===== src/sv/pphs_pkg.sv =====
// Package for the parallel port print handshake unit.
// Holds the shared types, codes and constants; depends on nothing.
package pphs_pkg;

   localparam int PORT_COUNT = 2;

   localparam int CSR_INDEX_W = 2;
   localparam int CSR_DATA_W  = 16;

   localparam logic [CSR_INDEX_W-1:0] REG_PORT_PRESENT = 2'd0;
   localparam logic [CSR_INDEX_W-1:0] REG_STROBE_TICKS = 2'd1;
   localparam logic [CSR_INDEX_W-1:0] REG_INIT_TICKS   = 2'd2;
   localparam logic [CSR_INDEX_W-1:0] REG_ACK_LIMIT    = 2'd3;

   localparam logic [1:0]  PORT_PRESENT_RST = 2'd1;
   localparam logic [7:0]  STROBE_TICKS_RST = 8'd5;
   localparam logic [15:0] INIT_TICKS_RST   = 16'd4000;
   localparam logic [15:0] ACK_LIMIT_RST    = 16'h8000;

   localparam logic [7:0] STATUS_MASK  = 8'hF8;
   localparam logic [7:0] STATUS_FLIP  = 8'h48;
   localparam logic [7:0] ACK_PIN_MASK = 8'h40;
   localparam logic [7:0] TIMEOUT_FLAG = 8'h01;

   typedef enum logic [2:0] {
      ACT_TICK   = 3'd0,
      ACT_PRINT  = 3'd1,
      ACT_INIT   = 3'd2,
      ACT_STATUS = 3'd3
   } action_type;

   typedef struct packed {
      logic [1:0]  port_present;
      logic [7:0]  strobe_ticks;
      logic [15:0] init_ticks;
      logic [15:0] ack_limit;
   } cfg_type;

   typedef struct packed {
      logic [2:0] action;
      logic [1:0] port;
      logic [7:0] char_code;
      logic [7:0] status_pins;
   } req_type;

   typedef struct packed {
      logic [7:0] data_lines;
      logic       strobe_line;
      logic       init_line;
      logic       busy_res;
      logic       done_res;
      logic       carry_error;
      logic [7:0] status_byte;
   } rsp_type;

   function automatic logic [7:0] xlate(input logic [7:0] pins);
      xlate = (pins & STATUS_MASK) ^ STATUS_FLIP;
   endfunction

endpackage


===== src/sv/pphs_req_if.sv =====
// Request channel interface of the print handshake unit.
// Carries valid, ready and one command or tick; no dependencies.
interface pphs_req_if;
   logic       valid;
   logic       ready;
   logic [2:0] action;
   logic [1:0] port;
   logic [7:0] char_code;
   logic [7:0] status_pins;

   modport source (output valid, action, port, char_code, status_pins, input ready);
   modport sink   (input valid, action, port, char_code, status_pins, output ready);
endinterface


===== src/sv/pphs_rsp_if.sv =====
// Response channel interface of the print handshake unit.
// Carries valid, ready and the line and status result; no dependencies.
interface pphs_rsp_if;
   logic       valid;
   logic       ready;
   logic [7:0] data_lines;
   logic       strobe_line;
   logic       init_line;
   logic       busy_res;
   logic       done_res;
   logic       carry_error;
   logic [7:0] status_byte;

   modport source (output valid, data_lines, strobe_line, init_line, busy_res, done_res,
                   carry_error, status_byte, input ready);
   modport sink   (input valid, data_lines, strobe_line, init_line, busy_res, done_res,
                   carry_error, status_byte, output ready);
endinterface


===== src/sv/pphs_csr.sv =====
// Configuration registers of the print handshake unit.
// Depends on pphs_pkg for the register indexes and reset values.
module pphs_csr (
   input  logic                               clock,
   input  logic                               reset,
   input  logic                               csr_we,
   input  logic [pphs_pkg::CSR_INDEX_W-1:0]   csr_index,
   input  logic [pphs_pkg::CSR_DATA_W-1:0]    csr_wdata,
   output pphs_pkg::cfg_type                  cfg
);

   pphs_pkg::cfg_type cfg_ff;
   pphs_pkg::cfg_type cfg_in;

   always_comb begin
      cfg_in = cfg_ff;
      if (csr_we) begin
         case (csr_index)
            pphs_pkg::REG_PORT_PRESENT: cfg_in.port_present = csr_wdata[1:0];
            pphs_pkg::REG_STROBE_TICKS: cfg_in.strobe_ticks = csr_wdata[7:0];
            pphs_pkg::REG_INIT_TICKS:   cfg_in.init_ticks   = csr_wdata[15:0];
            pphs_pkg::REG_ACK_LIMIT:    cfg_in.ack_limit    = csr_wdata[15:0];
            default:                    cfg_in = cfg_ff;
         endcase
      end
   end

   always_ff @(posedge clock) begin
      if (reset) begin
         cfg_ff.port_present <= pphs_pkg::PORT_PRESENT_RST;
         cfg_ff.strobe_ticks <= pphs_pkg::STROBE_TICKS_RST;
         cfg_ff.init_ticks   <= pphs_pkg::INIT_TICKS_RST;
         cfg_ff.ack_limit    <= pphs_pkg::ACK_LIMIT_RST;
      end else begin
         cfg_ff <= cfg_in;
      end
   end

   assign cfg = cfg_ff;

endmodule


===== src/sv/pphs_seq.sv =====
// Print, initialise and status sequencer of the print handshake unit.
// Holds the handshake state; depends on pphs_pkg for types and constants.
module pphs_seq (
   input  logic               clock,
   input  logic               reset,
   input  logic               fire,
   input  pphs_pkg::req_type  item,
   input  pphs_pkg::cfg_type  cfg,
   output pphs_pkg::rsp_type  result
);

   typedef enum logic [1:0] {
      PH_IDLE   = 2'd0,
      PH_STROBE = 2'd1,
      PH_ACK    = 2'd2,
      PH_INIT   = 2'd3
   } phase_type;

   phase_type   phase_ff,    phase_in;
   logic [15:0] timer_ff,    timer_in;
   logic [15:0] attempts_ff, attempts_in;
   logic [7:0]  latch_ff,    latch_in;
   logic        strobe_ff,   strobe_in;
   logic        init_ff,     init_in;

   logic [15:0] timer_dec;
   logic [15:0] attempts_inc;
   logic [15:0] ack_lim;
   logic [15:0] strobe_load;
   logic [15:0] init_load;
   logic        port_ok;
   logic        done;
   logic        carry;
   logic [7:0]  status;

   assign timer_dec    = (timer_ff != 16'd0) ? timer_ff - 16'd1 : 16'd0;
   assign attempts_inc = attempts_ff + 16'd1;
   assign ack_lim      = (cfg.ack_limit == 16'd0) ? 16'd1 : cfg.ack_limit;
   assign strobe_load  = (cfg.strobe_ticks == 8'd0) ? 16'd1 : {8'd0, cfg.strobe_ticks};
   assign init_load    = (cfg.init_ticks == 16'd0) ? 16'd1 : cfg.init_ticks;

   // Only the two ports with a present bit can ever exist.
   assign port_ok = (int'(item.port) < pphs_pkg::PORT_COUNT) && (item.port[1] == 1'b0)
                    && cfg.port_present[item.port[0]];

   always_comb begin
      phase_in    = phase_ff;
      timer_in    = timer_ff;
      attempts_in = attempts_ff;
      latch_in    = latch_ff;
      strobe_in   = strobe_ff;
      init_in     = init_ff;
      done        = 1'b0;
      carry       = 1'b0;
      status      = 8'd0;
      case (item.action)
         pphs_pkg::ACT_TICK: begin
            case (phase_ff)
               PH_STROBE: begin
                  timer_in = timer_dec;
                  if (timer_dec == 16'd0) begin
                     strobe_in   = 1'b0;
                     attempts_in = 16'd0;
                     phase_in    = PH_ACK;
                  end
               end
               PH_ACK: begin
                  if ((item.status_pins & pphs_pkg::ACK_PIN_MASK) == 8'd0) begin
                     status   = pphs_pkg::xlate(item.status_pins);
                     done     = 1'b1;
                     phase_in = PH_IDLE;
                  end else begin
                     attempts_in = attempts_inc;
                     if (attempts_inc >= ack_lim) begin
                        status   = pphs_pkg::xlate(item.status_pins) | pphs_pkg::TIMEOUT_FLAG;
                        done     = 1'b1;
                        phase_in = PH_IDLE;
                     end
                  end
               end
               PH_INIT: begin
                  timer_in = timer_dec;
                  if (timer_dec == 16'd0) begin
                     init_in  = 1'b1;
                     status   = pphs_pkg::xlate(item.status_pins);
                     done     = 1'b1;
                     phase_in = PH_IDLE;
                  end
               end
               default: phase_in = phase_ff;
            endcase
         end
         pphs_pkg::ACT_PRINT, pphs_pkg::ACT_INIT, pphs_pkg::ACT_STATUS: begin
            // Commands that arrive during a running sequence are dropped silently.
            if (phase_ff == PH_IDLE) begin
               if (!port_ok) begin
                  carry = 1'b1;
               end else if (item.action == pphs_pkg::ACT_PRINT) begin
                  latch_in    = item.char_code;
                  strobe_in   = 1'b1;
                  timer_in    = strobe_load;
                  attempts_in = 16'd0;
                  phase_in    = PH_STROBE;
               end else if (item.action == pphs_pkg::ACT_INIT) begin
                  init_in  = 1'b0;
                  timer_in = init_load;
                  phase_in = PH_INIT;
               end else begin
                  status = pphs_pkg::xlate(item.status_pins);
                  done   = 1'b1;
               end
            end
         end
         default: carry = 1'b1;
      endcase
   end

   always_ff @(posedge clock) begin
      if (reset) begin
         phase_ff    <= PH_IDLE;
         timer_ff    <= 16'd0;
         attempts_ff <= 16'd0;
         latch_ff    <= 8'd0;
         strobe_ff   <= 1'b0;
         init_ff     <= 1'b1;
      end else if (fire) begin
         phase_ff    <= phase_in;
         timer_ff    <= timer_in;
         attempts_ff <= attempts_in;
         latch_ff    <= latch_in;
         strobe_ff   <= strobe_in;
         init_ff     <= init_in;
      end
   end

   assign result.data_lines  = latch_in;
   assign result.strobe_line = strobe_in;
   assign result.init_line   = init_in;
   assign result.busy_res    = (phase_in != PH_IDLE);
   assign result.done_res    = done;
   assign result.carry_error = carry;
   assign result.status_byte = status;

endmodule


===== src/sv/parallel_port_print_handshake_unit.sv =====
// Top level of the parallel port print handshake unit.
// Depends on pphs_pkg, pphs_req_if, pphs_rsp_if, pphs_csr and pphs_seq.
//
//   Channel    Direction  Transaction
//   req_chan   in         one tick or command (action, port, char_code, status_pins)
//   rsp_chan   out        one result per request (lines, busy, done, carry, status)
//   csr_*      in         register write, index 0 to 3, no read-back
//
// Each request is registered on acceptance, passes the sequencer logic and lands in the
// result register; one transaction per cycle is sustained while the result side is not
// stalled. The sequencer state advances only when a registered request moves to the
// result register. A stalled result register holds the request register, and one
// further request is still taken while a result waits. Reset is synchronous and
// returns all control state to idle with strobe released and init high.
module parallel_port_print_handshake_unit (
   input  logic                               clock,
   input  logic                               reset,
   pphs_req_if.sink                           req_chan,
   pphs_rsp_if.source                         rsp_chan,
   input  logic                               csr_we,
   input  logic [pphs_pkg::CSR_INDEX_W-1:0]   csr_index,
   input  logic [pphs_pkg::CSR_DATA_W-1:0]    csr_wdata
);

   pphs_pkg::cfg_type cfg;
   pphs_pkg::rsp_type result;

   logic              in_valid_ff,  in_valid_in;
   pphs_pkg::req_type in_item_ff;
   logic              out_valid_ff, out_valid_in;
   pphs_pkg::rsp_type out_data_ff;

   logic accept;
   logic advance;
   logic fire;

   assign advance = !out_valid_ff || rsp_chan.ready;
   assign fire    = in_valid_ff && advance;
   assign req_chan.ready = !in_valid_ff || advance;
   assign accept  = req_chan.valid && req_chan.ready;

   assign in_valid_in  = accept ? 1'b1 : (fire ? 1'b0 : in_valid_ff);
   assign out_valid_in = fire ? 1'b1 : (rsp_chan.ready ? 1'b0 : out_valid_ff);

   pphs_csr u_csr (
      .clock     (clock),
      .reset     (reset),
      .csr_we    (csr_we),
      .csr_index (csr_index),
      .csr_wdata (csr_wdata),
      .cfg       (cfg)
   );

   pphs_seq u_seq (
      .clock  (clock),
      .reset  (reset),
      .fire   (fire),
      .item   (in_item_ff),
      .cfg    (cfg),
      .result (result)
   );

   always_ff @(posedge clock) begin
      if (reset) begin
         in_valid_ff  <= 1'b0;
         out_valid_ff <= 1'b0;
      end else begin
         in_valid_ff  <= in_valid_in;
         out_valid_ff <= out_valid_in;
      end
   end

   always_ff @(posedge clock) begin
      if (accept) begin
         in_item_ff.action      <= req_chan.action;
         in_item_ff.port        <= req_chan.port;
         in_item_ff.char_code   <= req_chan.char_code;
         in_item_ff.status_pins <= req_chan.status_pins;
      end
      if (fire) begin
         out_data_ff <= result;
      end
   end

   assign rsp_chan.valid       = out_valid_ff;
   assign rsp_chan.data_lines  = out_data_ff.data_lines;
   assign rsp_chan.strobe_line = out_data_ff.strobe_line;
   assign rsp_chan.init_line   = out_data_ff.init_line;
   assign rsp_chan.busy_res    = out_data_ff.busy_res;
   assign rsp_chan.done_res    = out_data_ff.done_res;
   assign rsp_chan.carry_error = out_data_ff.carry_error;
   assign rsp_chan.status_byte = out_data_ff.status_byte;

   // A finished command and an error never come from the same transaction.
   a_done_not_carry: assert property (@(posedge clock) disable iff (reset)
      rsp_chan.valid |-> !(rsp_chan.done_res && rsp_chan.carry_error))
      else $error("done and carry both set");

   // With no sequence running, strobe is released and init is high.
   a_idle_lines: assert property (@(posedge clock) disable iff (reset)
      (rsp_chan.valid && !rsp_chan.busy_res) |->
         (!rsp_chan.strobe_line && rsp_chan.init_line))
      else $error("control lines active while idle");

   // Status is only reported on a finishing transaction.
   a_status_on_done: assert property (@(posedge clock) disable iff (reset)
      (rsp_chan.valid && !rsp_chan.done_res) |-> (rsp_chan.status_byte == 8'd0))
      else $error("status without done");

   // A request held in the input register moves on once the result side is free.
   a_no_lost_request: assert property (@(posedge clock) disable iff (reset)
      (in_valid_ff && advance) |=> out_valid_ff)
      else $error("request did not reach the result register");

endmodule

===== src/flat_wrapper.sv =====
// flat-port wrapper written by rule: the top's interface ports become plain ports
module parallel_port_print_handshake_unit_flat 
  (clock, reset, csr_we, csr_index, csr_wdata, req_chan_valid, req_chan_action, req_chan_port, req_chan_char_code, req_chan_status_pins, req_chan_ready, rsp_chan_valid, rsp_chan_data_lines, rsp_chan_strobe_line, rsp_chan_init_line, rsp_chan_busy_res, rsp_chan_done_res, rsp_chan_carry_error, rsp_chan_status_byte, rsp_chan_ready);
  pphs_req_if req_chan_i ();
  pphs_rsp_if rsp_chan_i ();
  input  logic clock;
  input  logic reset;
  input  logic csr_we;
  input  logic [pphs_pkg::CSR_INDEX_W-1:0] csr_index;
  input  logic [pphs_pkg::CSR_DATA_W-1:0] csr_wdata;
  input wire logic [$bits(req_chan_i.valid)-1:0] req_chan_valid;
  input wire logic [$bits(req_chan_i.action)-1:0] req_chan_action;
  input wire logic [$bits(req_chan_i.port)-1:0] req_chan_port;
  input wire logic [$bits(req_chan_i.char_code)-1:0] req_chan_char_code;
  input wire logic [$bits(req_chan_i.status_pins)-1:0] req_chan_status_pins;
  output wire logic [$bits(req_chan_i.ready)-1:0] req_chan_ready;
  output wire logic [$bits(rsp_chan_i.valid)-1:0] rsp_chan_valid;
  output wire logic [$bits(rsp_chan_i.data_lines)-1:0] rsp_chan_data_lines;
  output wire logic [$bits(rsp_chan_i.strobe_line)-1:0] rsp_chan_strobe_line;
  output wire logic [$bits(rsp_chan_i.init_line)-1:0] rsp_chan_init_line;
  output wire logic [$bits(rsp_chan_i.busy_res)-1:0] rsp_chan_busy_res;
  output wire logic [$bits(rsp_chan_i.done_res)-1:0] rsp_chan_done_res;
  output wire logic [$bits(rsp_chan_i.carry_error)-1:0] rsp_chan_carry_error;
  output wire logic [$bits(rsp_chan_i.status_byte)-1:0] rsp_chan_status_byte;
  input wire logic [$bits(rsp_chan_i.ready)-1:0] rsp_chan_ready;
  assign req_chan_i.valid = req_chan_valid;
  assign req_chan_i.action = req_chan_action;
  assign req_chan_i.port = req_chan_port;
  assign req_chan_i.char_code = req_chan_char_code;
  assign req_chan_i.status_pins = req_chan_status_pins;
  assign req_chan_ready = req_chan_i.ready;
  assign rsp_chan_valid = rsp_chan_i.valid;
  assign rsp_chan_data_lines = rsp_chan_i.data_lines;
  assign rsp_chan_strobe_line = rsp_chan_i.strobe_line;
  assign rsp_chan_init_line = rsp_chan_i.init_line;
  assign rsp_chan_busy_res = rsp_chan_i.busy_res;
  assign rsp_chan_done_res = rsp_chan_i.done_res;
  assign rsp_chan_carry_error = rsp_chan_i.carry_error;
  assign rsp_chan_status_byte = rsp_chan_i.status_byte;
  assign rsp_chan_i.ready = rsp_chan_ready;
  parallel_port_print_handshake_unit u_core (.clock(clock), .reset(reset), .req_chan(req_chan_i), .rsp_chan(rsp_chan_i), .csr_we(csr_we), .csr_index(csr_index), .csr_wdata(csr_wdata));
endmodule

===== config.mk =====
export PLATFORM = sky130hd
export DESIGN_NAME = parallel_port_print_handshake_unit_flat
export DESIGN_NICKNAME = d
export VERILOG_FILES = /design/src/sv/pphs_pkg.sv /design/src/sv/pphs_req_if.sv /design/src/sv/pphs_rsp_if.sv /design/src/sv/pphs_csr.sv /design/src/sv/pphs_seq.sv /design/src/sv/parallel_port_print_handshake_unit.sv /design/src/flat_wrapper.sv
export SDC_FILE = /design/constraint.sdc
export NUM_CORES = 1
export LEC_CHECK = 0
export BUFFER_PORTS_ARGS = -buffer_cell sky130_fd_sc_hd__buf_2
export CORE_MARGIN = 1
export CORE_UTILIZATION = 45
export CTS_CLUSTER_SIZE = 16
export DETAILED_ROUTE_END_ITERATION = 10
export GPL_TIMING_DRIVEN = 0
export PLACE_DENSITY = 0.78
export RECOVER_POWER = 100
export SYNTH_ARGS = -nofsm -noshare
export SYNTH_HDL_FRONTEND = slang
export SYNTH_SLANG_ARGS = --single-unit

===== constraint.sdc =====
create_clock -name clock -period 3.3 [get_ports clock]
set_clock_uncertainty 0.2 [all_clocks]
set_input_delay 0.66 -clock clock [delete_from_list [all_inputs] [get_ports clock]]
set_output_delay 0.66 -clock clock [all_outputs]
set_load 0.005 [all_outputs]

==> Yosys cells after proc, flatten, opt, wreduce, memory -nomap -nowiden <==
Cells that the tools add are included.
{ "op_classes": {"add_sub_neg": 2, "mul": 0, "div": 0, "magnitude_cmp": 3, "n_eq_ne": 17, "n_shift": 0, "muxes": 71, "n_bitwise": 2, "reduce_logical": 29} }
{ "op_table": {"columns": ["operator", "count"], "rows": [
  ["$mux W16", 13],
  ["$mux W8", 12],
  ["$pmux W16 S2", 3],
  ["$logic_not A16 Y1", 3],
  ["$pmux W8 S2", 2],
  ["$mux W1", 26],
  ["$add A16 B1 Y16 const B", 1],
  ["$ge A16 B16 Y1", 1],
  ["$logic_not A8 Y1", 2],
  ["$mux W2", 8],
  ["$reduce_bool A16 Y1", 1],
  ["$sub A16 B1 Y16 const B", 1],
  ["$pmux W1 S2", 5],
  ["$ne A3 B3 Y1 const B", 3],
  ["$eq A2 B2 Y1 const B", 4],
  ["$ne A2 B2 Y1 const B", 4],
  ["$reduce_and A2 Y1", 4],
  ["$reduce_and A8 Y1", 1],
  ["$reduce_bool A2 Y1", 4],
  ["$eq A3 B2 Y1 const B", 2],
  ["$pmux W2 S3", 1],
  ["$reduce_and A6 Y1", 1],
  ["$eq A2 B1 Y1 const B", 2],
  ["$logic_and A1 B1 Y1", 4],
  ["other kinds (13)", 16]
]} }
{ "word_totals": {"regBits": 130, "latchBits": 0, "ramBits": 0, "mem_bits_ro": 0, "in_bits": 44, "elab_cells": 147, "n_memories": 0} }

==> Longest topological paths before layout <==
{ "depth": {"word_depth": 8, "mapped_depth": 13, "depth_no_buf": 12} }

==> Modules after synthesis <==
A second synthesis with hierarchy kept.
{ "unflattened": {"hier_cells": 715, "area_unflattened_um2": 6839.1} }
{ "by_module_without_submodules": {"columns": ["module", "instances", "cells_per_inst", "area_per_inst_um2", "seq_area_each_um2"], "rows": [
  ["pphs_seq", 1, 495, 3727.3, 880.8],
  ["pphs_csr", 1, 168, 1746.7, 840.8],
  ["parallel_port_print_handshake_unit", 1, 52, 1365.1, 1301.2]
]} }

==> Worst setup path before layout <==
OpenSTA, ideal clock, no wires.
{ "synth_timing": {"path_type": "register to register", "start": "register u_core.u_seq.attempts_ff[0]", "end": "register u_core.out_data_ff (netlist bit u_core.rsp_chan.status_byte[4]), data pin", "setup_time_ns": 0.258, "t_arrival_ns": 2.762, "path_slack_ns": 0.080, "stages_incl_launch_ff": 13, "synth_period_minus_slack_ns": 3.220, "cell_sequence": "dfxtp_1 > ha_1 > nand3_1 > nor4_1 > nand3_1 > xnor2_1 > ha_1 > nand4_1 > a211o_1 > o211ai_1 > a211oi_1 > o21a_1 > nor3b_1"} }
{ "synth_rtl": {"columns": ["element", "line_no", "text"], "rows": [
  ["start: declaration", "pphs_seq.sv:21", "logic [15:0] attempts_ff, attempts_in;"],
  ["start signal: assignment", "pphs_seq.sv:129", "attempts_ff <= attempts_in;"],
  ["end signal: assignment", "parallel_port_print_handshake_unit.sv:81", "out_data_ff <= result;"],
  ["end: declaration", "parallel_port_print_handshake_unit.sv:31", "pphs_pkg::rsp_type out_data_ff;"]
]} }

==> impl_results.md <==
- Post-synth top flop: dfxtp_1
- ANT nets after route: 0
- N_diodes: 0
- MaxCap Viol Count: 1
- Hpwl dp: 11.9 mm
- Worst Hold Class: primary input to flop
- Hold Vio Cnt, Final: 0
- LEAKAGE: 3.05 nW
- Worst slew margin: 0.677%
- Reg clk slew, reported paths: 0.06 ns
- Total gr overflow: 0
- Vias in the first global route: 5530
- Setup slack, reg-to-reg: -0.04 ns
- RSZ-0062 raised after global routing: true
- I/O pin count: 67
- Rows: 43
- Seq cells post-synth: 125
- Run status: finished with violations
- Die footprint: 14800 sq um
- First-pass GRT wire length: 27.7 mm
- Synth warnings: 0
- Core Box Area: 13900 sq um
- Worst skew pair latency: 0.43 ns
- CP Max Fanout: 5
- Mapped Cells: 747
- Pwr per Cell Area: 499 nW/um^2
- Clock root buffer master: clkbuf_16
- Clock Tree Buf Depth: 2
- Worst vdd ir: 0.392 mV
- Seq/Total Area, Yosys: 44.5%
- Clk sinks: 125
- Min Hold Slack: 0.208 ns
- Iteration-0 DRC Markers: 557
- CTS Hold Bufs: 0
- Residual DRC: 0
- # fillers: 1202
- Initial antenna violation count: 0
- WP data required: 3.28 ns
- Count of final max-slew check failures: 0
- CTS tree: done
- Routed via count: 5918
- Routed WL per cell: 17.1 um
- Critical Path Sink Type: flop
- Post-Route WL: 17.6 mm
- Tightest Pin Transition: 1.49 ns
- CP Class: flop to flop
- Tot GR Track Use: 24.6%
- Final setup fails: 5
- Setup ws final: -0.0392 ns
- Post-Syn Area per Cell: 8.63 sq um
- Fraction of registers with async set/reset: 0%
- Failing checks: max-capacitance violations, negative setup slack
- Tmin final: 3.34 ns
- Inserted Clock Buffers: 17
- Die height: 122 um
- Post-synth EDFFs: 37
- DIE WIDTH: 122 um
- Synth-to-Final Area Change: 21.8%
- Crit path launch type: flop
- Setup TNS: -0.165 ns
- Synth unique cells: 73
- Largest net degree at the start of global routing: 29
- Vias per cell: 5.76
- Drt pass-1 iters: 5
- Final GP Congestion: 0.934
- Final clock period utilization by the worst path: 101%
- Area of the mapped netlist: 6450 sq um
- Share of cells above drive strength 1: 17.3%
- H-tree levels: 4
- Maximum clock rate: 0.299 GHz
- Buffers on Ports: 61
- Initial core utilization: 46.3%
- Data arrival, critical path: 3.32 ns
- Layout net count: 898
## what timing repair did
| item | 4_1_cts | 5_1_grt |
|---|---|---|
| pin swaps | 12 | 14 |
| buffers inserted | 1 | 9 |
| gates cloned | 0 | 0 |
| endpoints found under the setup margin | 8 | 9 |
| gates resized for setup | 25 | 23 |
| endpoints found under the hold margin | 0 | 0 |
## placed cells by master (no fill, tap or decap), types with 6 or more instances in the layout
master	n
nand2_1	142
ha_1	18
mux2_1	8
buf_2	48
nand2b_1	6
nor3_1	19
inv_1	28
a21oi_1	68
mux2i_1	22
clkbuf_16	17
clkbuf_1	54
dfxtp_1	79
xnor2_1	10
edfxtp_1	37
buf_4	12
nor2_1	51
nand3_1	17
nor4_1	17
a211oi_1	7
o21ai_0	23
## final timing paths
path                                     from                              to  cells after the start
hold reg to reg      u_core.u_seq.latch_ff[3]        u_core.u_seq.latch_ff[3]                      2
hold / removal          req_chan_char_code[3]           u_core.in_item_ff[11]                      1
setup / recovery  u_core.u_seq.attempts_ff[0]  u_core.rsp_chan.status_byte[5]                     11
setup reg to reg  u_core.u_seq.attempts_ff[0]  u_core.rsp_chan.status_byte[5]                     11
## layer usage
layer | global-route usage, % | up-vias | share of wire, %
met5 | 0 | - | 0
met4 | 12.0 | 0 | 2.3
met3 | 5.06 | 42 | 8.1
met2 | 39.6 | 292 | 47
met1 | 31.4 | 2764 | 42
li1 | - | 2820 | -
## per-stage QoR
| step | std cells | setup slack, ns | utilization, % | area [sq um] | power [W] |
|---|---|---|---|---|---|
| 2_1_floorplan | 748 | 0.0799 | - | 6450 | 0.00187 |
| 3_3_place_gp | 989 | -0.744 | 50.1 | 6980 | 0.00198 |
| 3_5_place_dp | 989 | -0.752 | 50.1 | 6980 | 0.00198 |
| 4_1_cts | 1020 | 0.00228 | 55.3 | 7700 | 0.00394 |
| 5_1_grt | 1028 | -0.153 | 56.4 | 7860 | 0.00404 |
| 6_report | 1028 | -0.0392 | 56.4 | 7860 | 0.00392 |
## sequential cells by signal (all words and copies together) (netlist names)
name / count
u_core.in_item_ff: 18
u_core.in_valid_ff: 1
u_core.rsp_chan.busy_res: 1
u_core.rsp_chan.carry_error: 1
u_core.rsp_chan.data_lines: 8
u_core.rsp_chan.done_res: 1
u_core.rsp_chan.init_line: 1
u_core.rsp_chan.status_byte: 6
u_core.rsp_chan.strobe_line: 1
u_core.rsp_chan.valid: 1
u_core.u_csr.cfg: 42
u_core.u_seq.attempts_ff: 16
u_core.u_seq.init_ff: 1
u_core.u_seq.latch_ff: 8
u_core.u_seq.phase_ff: 2
u_core.u_seq.strobe_ff: 1
u_core.u_seq.timer_ff: 16
## cell families after synthesis
| kind of cell | share of synthesized area [%] |
|---|---|
| and+or+nand+nor | 23.4 |
| muxes | 4.81 |
| xor gates and xnor gates | 2.85 |
| buffers and inverters | 5.39 |
| other | 0.0581 |
| DFF | 44.5 |
| AOI/OAI and AO/OA | 15.3 |
| adders and majority gates | 3.69 |
## synth_stat cells (all sizes together) (3+ instances only)
master  count  share of area [%]
o22ai       5               0.48
nand2b      6               0.58
o211ai      3               0.35
and2        4               0.41
o21ai      23                1.8
nor2       51                3.0
dfxtp      88                 27
nor4       18                1.7
mux2i      22                3.4
o21a        6               0.70
or4         3               0.41
and3        5               0.50
nor3b       8               0.93
nand3b      3               0.35
xnor2      14                1.9
clkbuf     37                2.2
inv        28                1.6
or3         3               0.29
o32ai       6               0.93
ha         19                3.7
nor4b       4               0.54
mux2        8                1.4
xor2        7               0.95
edfxtp     37                 17
a21oi      70                5.5
or2         4               0.39
nor3       25                2.0
buf        16                1.6
nand4       4               0.39
a32o        4               0.64
nor2b       5               0.48
nand3      22                1.7
a211oi      9                1.1
nand2     144                8.4
## cell type report
| type | count | area, sq um | area share [%] |
|---|---|---|---|
| sequential | 125 | 2890 | 36.8 |
| buffer | 50 | 231 | 2.95 |
| inverter | 28 | 105 | 1.34 |
| timing repair buffer | 71 | 358 | 4.55 |
| clock buffer | 18 | 439 | 5.59 |
| clock inverter | 14 | 183 | 2.32 |
| multi-input combinational | 542 | 3420 | 43.6 |
| tap | 180 | 225 | 2.87 |
## worst max-delay path, cell delays in order, from the launching register on
cell      delay [ns]
dfxtp_4         0.39
ha_4            0.18
nand3_4         0.12
nor4_4          0.47
xor2_1          0.28
ha_1            0.31
and4_1          0.18
a21oi_1         0.15
o211ai_1        0.16
a211oi_2        0.31
o21a_2          0.27
nor3b_2         0.06
## power by group
group / total, W / internal, W / switching (W)
Clock: 0.00197 / 0.00122 / 0.000744
Sequential: 0.00165 / 0.00163 / 0.0000286
Combinational: 0.000303 / 0.000109 / 0.000194
No activity file was read; power rests on OpenSTA's default activity.
